[config.mk]
export PLATFORM = sky130hd
export DESIGN_NAME = rau_norm
export DESIGN_NICKNAME = d
export VERILOG_FILES = /design/src/design/rational_arithmetic_unit_assert.svh /design/src/design/rau_pkg.sv /design/src/design/rau_norm.sv
export SDC_FILE = /design/constraint.sdc
export NUM_CORES = 2
export LEC_CHECK = 0
export ABC_AREA = 1
export BUFFER_PORTS_ARGS = -buffer_cell sky130_fd_sc_hd__buf_2
export CAP_MARGIN = 0
export CELL_PAD_IN_SITES_DETAIL_PLACEMENT = 0
export CELL_PAD_IN_SITES_GLOBAL_PLACEMENT = 1
export CORE_UTILIZATION = 30
export DETAILED_ROUTE_END_ITERATION = 8
export GPL_ROUTABILITY_DRIVEN = 0
export GPL_TIMING_DRIVEN = 0
export PLACE_DENSITY = 0.62
export SYNTH_ARGS = -nofsm -noshare
export SYNTH_HDL_FRONTEND = slang
export SYNTH_SLANG_ARGS = --single-unit
[constraint.sdc]
create_clock -name clk -period 7.7 [get_ports clk]
set_input_delay 0.77 -clock clk [delete_from_list [all_inputs] [get_ports clk]]
set_output_delay 0.77 -clock clk [all_outputs]
set_load 0.02 [all_outputs]
[src/design/rational_arithmetic_unit_assert.svh]
// Assertion macros for the rational arithmetic unit
`ifndef RATIONAL_ARITHMETIC_UNIT_ASSERT_SVH
`define RATIONAL_ARITHMETIC_UNIT_ASSERT_SVH
`ifndef SYNTHESIS
`define RAU_ASSERT_IMP(label, clk, rst, ante, cons) \
  label: assert property (@(posedge clk) disable iff (rst) (ante) |-> (cons)) \
    else $error("rau assertion failed");
`define RAU_ASSERT_NXT(label, clk, rst, ante, cons) \
  label: assert property (@(posedge clk) disable iff (rst) (ante) |=> (cons)) \
    else $error("rau assertion failed");
`else
`define RAU_ASSERT_IMP(label, clk, rst, ante, cons)
`define RAU_ASSERT_NXT(label, clk, rst, ante, cons)
`endif
`endif

[src/design/rau_pkg.sv]
// Types and constants shared by the rational arithmetic unit
package rau_pkg;
  localparam int unsigned Width = 32;
  localparam int unsigned MagW  = 64;

  localparam logic [2:0] MODE_ADD  = 3'd0;
  localparam logic [2:0] MODE_SUB  = 3'd1;
  localparam logic [2:0] MODE_MUL  = 3'd2;
  localparam logic [2:0] MODE_DIV  = 3'd3;
  localparam logic [2:0] MODE_INV  = 3'd4;
  localparam logic [2:0] MODE_NORM = 3'd5;

  typedef struct packed {
    logic [2:0]  mode;
    logic signed [31:0] left_num;
    logic signed [31:0] left_den;
    logic signed [31:0] right_num;
    logic signed [31:0] right_den;
  } in_item_t;

  typedef struct packed {
    logic signed [31:0] res_num;
    logic [30:0] res_den;
    logic is_zero;
    logic is_none;
    logic overflow;
  } out_item_t;

  // Sequencer states
  typedef enum logic [3:0] {
    S_IDLE, S_NORM_L, S_NORM_R, S_MUL0, S_MUL1, S_MUL2, S_COMB,
    S_NORM_RES, S_DONE
  } state_t;

  // Normaliser states
  typedef enum logic [2:0] {N_IDLE, N_GCD, N_DIVN, N_DIVD} norm_state_t;
endpackage

[src/design/rau_norm.sv]
// Iterative fraction normaliser: binary gcd then two serial divisions
module rau_norm (
  input  logic clk,
  input  logic rst,
  input  logic start,
  input  logic num_neg,
  input  logic [rau_pkg::MagW-1:0] num_in,
  input  logic den_neg,
  input  logic [rau_pkg::MagW-1:0] den_in,
  output logic busy,
  output logic res_neg,
  output logic [rau_pkg::MagW-1:0] res_num,
  output logic [rau_pkg::MagW-1:0] res_den
);
  localparam int unsigned CW = $clog2(rau_pkg::MagW + 1);

  rau_pkg::norm_state_t state, state_next;
  logic [rau_pkg::MagW-1:0] ga, gb;
  logic [CW-1:0] shift;
  logic [rau_pkg::MagW-1:0] g;
  logic [rau_pkg::MagW-1:0] dvd, quo, rem;
  logic [CW-1:0] cnt;
  logic [rau_pkg::MagW:0] trial;

  assign busy = (state != rau_pkg::N_IDLE);
  assign g = gb << shift;
  assign trial = {rem, dvd[rau_pkg::MagW-1]} - {1'b0, g};

  // Next-state logic
  always_comb begin
    state_next = state;
    case (state)
      rau_pkg::N_IDLE: if (start) begin
        if (den_in == '0 || den_in == 64'd1) state_next = rau_pkg::N_IDLE;
        else state_next = rau_pkg::N_GCD;
      end
      rau_pkg::N_GCD:  if (ga == '0) state_next = rau_pkg::N_DIVN;
      rau_pkg::N_DIVN: if (cnt == CW'(rau_pkg::MagW - 1)) state_next = rau_pkg::N_DIVD;
      rau_pkg::N_DIVD: if (cnt == CW'(rau_pkg::MagW - 1)) state_next = rau_pkg::N_IDLE;
      default: state_next = rau_pkg::N_IDLE;
    endcase
  end

  always_ff @(posedge clk) begin
    if (rst) state <= rau_pkg::N_IDLE;
    else state <= state_next;
  end

  // Datapath: binary gcd steps, then restoring division one bit a cycle
  always_ff @(posedge clk) begin
    case (state)
      rau_pkg::N_IDLE: if (start) begin
        if (den_in == '0) begin
          res_neg <= 1'b0;
          res_num <= 64'd1;
        end else begin
          res_neg <= (num_neg != den_neg) && num_in != '0;
          res_num <= num_in;
        end
        res_den <= den_in;
        ga <= num_in;
        gb <= den_in;
        shift <= '0;
        cnt <= '0;
      end
      rau_pkg::N_GCD: begin
        // gb stays nonzero; ga driven to zero
        if (ga == '0) begin
          dvd <= res_num;
          rem <= '0;
          cnt <= '0;
        end else if (!ga[0] && !gb[0]) begin
          ga <= ga >> 1; gb <= gb >> 1; shift <= shift + 1'b1;
        end else if (!ga[0]) ga <= ga >> 1;
        else if (!gb[0]) gb <= gb >> 1;
        else if (ga >= gb) ga <= (ga - gb) >> 1;
        else begin
          gb <= ga; ga <= (gb - ga) >> 1;
        end
      end
      rau_pkg::N_DIVN, rau_pkg::N_DIVD: begin
        if (cnt == CW'(rau_pkg::MagW - 1)) begin
          cnt <= '0;
          rem <= '0;
          if (state == rau_pkg::N_DIVN) begin
            res_num <= {quo[rau_pkg::MagW-2:0], ~trial[rau_pkg::MagW]};
            dvd <= res_den;
          end else begin
            res_den <= {quo[rau_pkg::MagW-2:0], ~trial[rau_pkg::MagW]};
            if (res_num == '0) res_neg <= 1'b0;
          end
        end else begin
          if (!trial[rau_pkg::MagW]) begin
            rem <= trial[rau_pkg::MagW-1:0];
            quo <= {quo[rau_pkg::MagW-2:0], 1'b1};
          end else begin
            rem <= {rem[rau_pkg::MagW-2:0], dvd[rau_pkg::MagW-1]};
            quo <= {quo[rau_pkg::MagW-2:0], 1'b0};
          end
          dvd <= dvd << 1;
          cnt <= cnt + 1'b1;
        end
      end
      default: ;
    endcase
  end
endmodule

==> impl_metrics.py <==
metrics = {
    "die": {
        "die_x_um": 370,
        "core_area_mm2": 0.134,
        "pin_count": 263,
        "std_cell_rows": 134,
        "start_util_pct": 30.4,
        "dieArea_mm2": 0.137,
        "die_h_um": 370,
    },
    "layout": {
        "fill_cells": 15000,
        "design_area_mm2": 0.0464,
        "synthToLayoutAreaGrowth_pct": 13.8,
        "fin_cells": 8269,
        "layout-drive-gt1-share_pct": 7.75,
        "nNetsFinal": 6792,
    },
    "detailed_routing": {
        "wirelength_um": 206000,
        "drtIter0Drc": 4557,
        "routedWlPerCell_um": 24.9,
        "wl_met3_um": 15500,
        "ant_nets": 0,
        "via_per_inst": 5.24,
        "highest_layer": "met5",
        "route.vias.total": 43300,
        "dr.pass1.iters": 8,
        "drt-met1-wl_um": 88300,
        "wl_met2_um": 91100,
        "route.detailed.drc": 0,
    },
    "place": {
        "placed_cells": 8169,
        "place_hpwl_um": 175000,
        "io_buffers": 262,
        "place_ws_ps": 1700,
        "placed_cell_area_mm2": 0.0447,
    },
    "logic_synthesis": {
        "netlist.area_leader.share_pct": 34.1,
        "synthTopCellsByArea": "edfxtp_1 34%, nand2_1 18%, inv_1 8.7%",
        "syn-num-nets": 6458,
        "postSynthCellCount": 6123,
        "synth-seq-cells": 464,
        "synth_edf_count": 462,
        "ys.flop_type": "edfxtp_1",
        "ys_top_cells_by_count": "1947 x nand2_1, 944 x inv_1, 546 x nor2_1",
        "async_flop_share_pct": 0,
        "yosysUniqueCellTypes": 53,
        "syn_area_per_cell_um2": 6.65,
        "synth.most_common_cell": "nand2_1",
        "synth_top_cell_by_area": "edfxtp_1",
        "synth_seq_area_share_pct": 34.2,
        "syn_area_mm2": 0.0407,
        "ys_warn_count": 0,
    },
    "critical_path": {
        "critPathRequiredTime_ps": 8100,
        "arrival_ps": 6650,
        "path_class": "reg2reg",
        "endpoint_kind": "register",
        "cp-start-kind": "register",
        "cp_max_fo": 10,
    },
    "job": {
        "maxCapViolCount": 0,
    },
    "grt": {
        "gr-total-overflow": 0,
        "grt_max_degree": 48,
        "grt_first_pass_wirelength_um": 289000,
        "grt_pass1_vias": 41400,
        "antenna_found_initial": 10,
        "grt_use_total_pct": 29.2,
    },
    "timing": {
        "clock_skew_ps": 22.2,
        "slew_violations": 0,
        "fin_hold_ws_ps": 429,
        "finalWorstSetupSlack_ps": 1450,
        "fin_crit_sh_pct": 81.2,
        "post-route-min-period_ps": 6250,
        "setup_viol": 0,
        "grt_setup_unrepaired": "no",
        "fmax_ghz": 0.160,
        "finalHoldViolCount": 0,
        "worst_pin_slew_ps": 1250,
        "relSlewSlack_pct": 15.8,
    },
    "clock_tree": {
        "numCtsBuffers": 53,
        "clockBufferDepth": 3,
        "post_cts_resized": 0,
        "clock_latency_ps": 640,
        "post_cts_buffers": 0,
        "cts_tree": "done",
        "clk_pin_slew_worst_paths_ps": 60,
        "cts.htree.levels": 2,
        "hold_buffers": 0,
        "clock-sinks": 464,
        "cts-root-buf": "clkbuf_16",
    },
    "outcome": {
        "status": "complete, no violations",
    },
    "hold_path": {
        "hp-class": "in2reg",
    },
}
layout by cell type, fill, tap and decap left out, types with 12 or more instances in the layout:
cell type | Yosys | routed
nand2_1 | 1947 | 1947
inv_1 | 944 | 944
nor2_1 | 546 | 543
o21ai_0 | 482 | 482
edfxtp_1 | 462 | 462
a21oi_1 | 382 | 381
nand3_1 | 338 | 338
buf_2 | 39 | 301
ha_1 | 199 | 199
clkbuf_1 | 132 | 140
xor2_1 | 79 | 79
a31oi_1 | 73 | 72
nand4_1 | 71 | 71
mux2i_1 | 65 | 65
nor4_1 | 56 | 56
clkbuf_16 | 0 | 54
a22oi_1 | 34 | 34
nor3_1 | 32 | 32
o21bai_1 | 24 | 24
buf_1 | 22 | 22
xnor2_1 | 21 | 21
or2_2 | 20 | 20
nand2_2 | 19 | 19
clkinv_1 | 7 | 18
inv_2 | 12 | 12
nor2_2 | 12 | 12
a21o_1 | 12 | 12
layout make-up:
class	instances	area, µm²	share of cell area [%]
Inverter	963	3610	7.80
Multi-Input combinational cell	4486	22300	48.2
Tap cell	1768	2210	4.77
Timing Repair Buffer	279	1680	3.63
Clock buffer	66	1430	3.08
Buffer	210	933	2.01
Sequential cell	464	13900	30.0
Antenna cell	1	2.50	0.00540
Clock inverter	32	244	0.526
per-stage QoR:
step	TNS (ps)	utilization, %
after floorplan	0	-
after global placement	-270580	33.0
after detailed placement	0	33.3
after CTS	0	34.6
after global routing	0	34.6
final	0	34.6
flip-flops by register name, indices dropped and copies added (netlist names):
name     count
cnt          7
dvd         64
ga          64
gb          64
quo         63
rem         64
res_den     64
res_neg      1
res_num     64
shift        7
state        2
worst paths after layout:
path	from	end	slack, ps	cells after the start
worst max-delay path	shift[0]$_SDFFCE_PN0P_	rem[0]$_SDFFCE_PN0P_	1450	25
worst min-delay path	rst	state[1]$_SDFFE_PP0P_	430	2
worst max register to register	shift[0]$_SDFFCE_PN0P_	rem[0]$_SDFFCE_PN0P_	1450	25
worst min register to register	quo[23]$_DFFE_PP_	quo[24]$_DFFE_PP_	440	0
critical path, cell delays in order, from the launching register on:
cell      delay, ps
edfxtp_1        470
buf_2           220
buf_4           210
o21ai_0         570
nand2_1          90
o21ai_0         200
nand2_1         100
o21ai_0         160
mux2i_1         180
nand2_1          90
o21ai_0         180
o21ai_0         640
inv_1           130
ha_1            430
a21oi_1         380
o21ai_0         220
nand2_1         100
nand2_1          70
nand2_1          60
nand2_1          60
a21oi_2         170
nand3_1         110
nand2_2         310
buf_2           420
nor2_1           80
nor2_1          340
metal layers:
layer | vias to the layer above | global-route usage, %
li1 | 20500 | -
met3 | 358 | 3.33
met1 | 20600 | 39.4
met4 | 4 | 14.0
met5 | - | 0
met2 | 1848 | 46.3
kinds of logic (layout without fill, tap and decap cells):
logic type                 Yosys count  after routing  share of synthesized area (%)
and+or+nand+nor                   3074           3074                           31.0
buffers and inverters             1173           1550                           11.2
AOI/OAI and AO/OA                 1045           1045                           13.7
DFF                                464            464                           34.2
adders and majority gates          202            202                           6.26
xor gates and xnor gates           100            100                           2.15
muxes                               65             65                           1.60
other                                0              1                              0
Power is not shown: default switching activity piles up to over one toggle a cycle in this logic, so the estimate is an artifact.
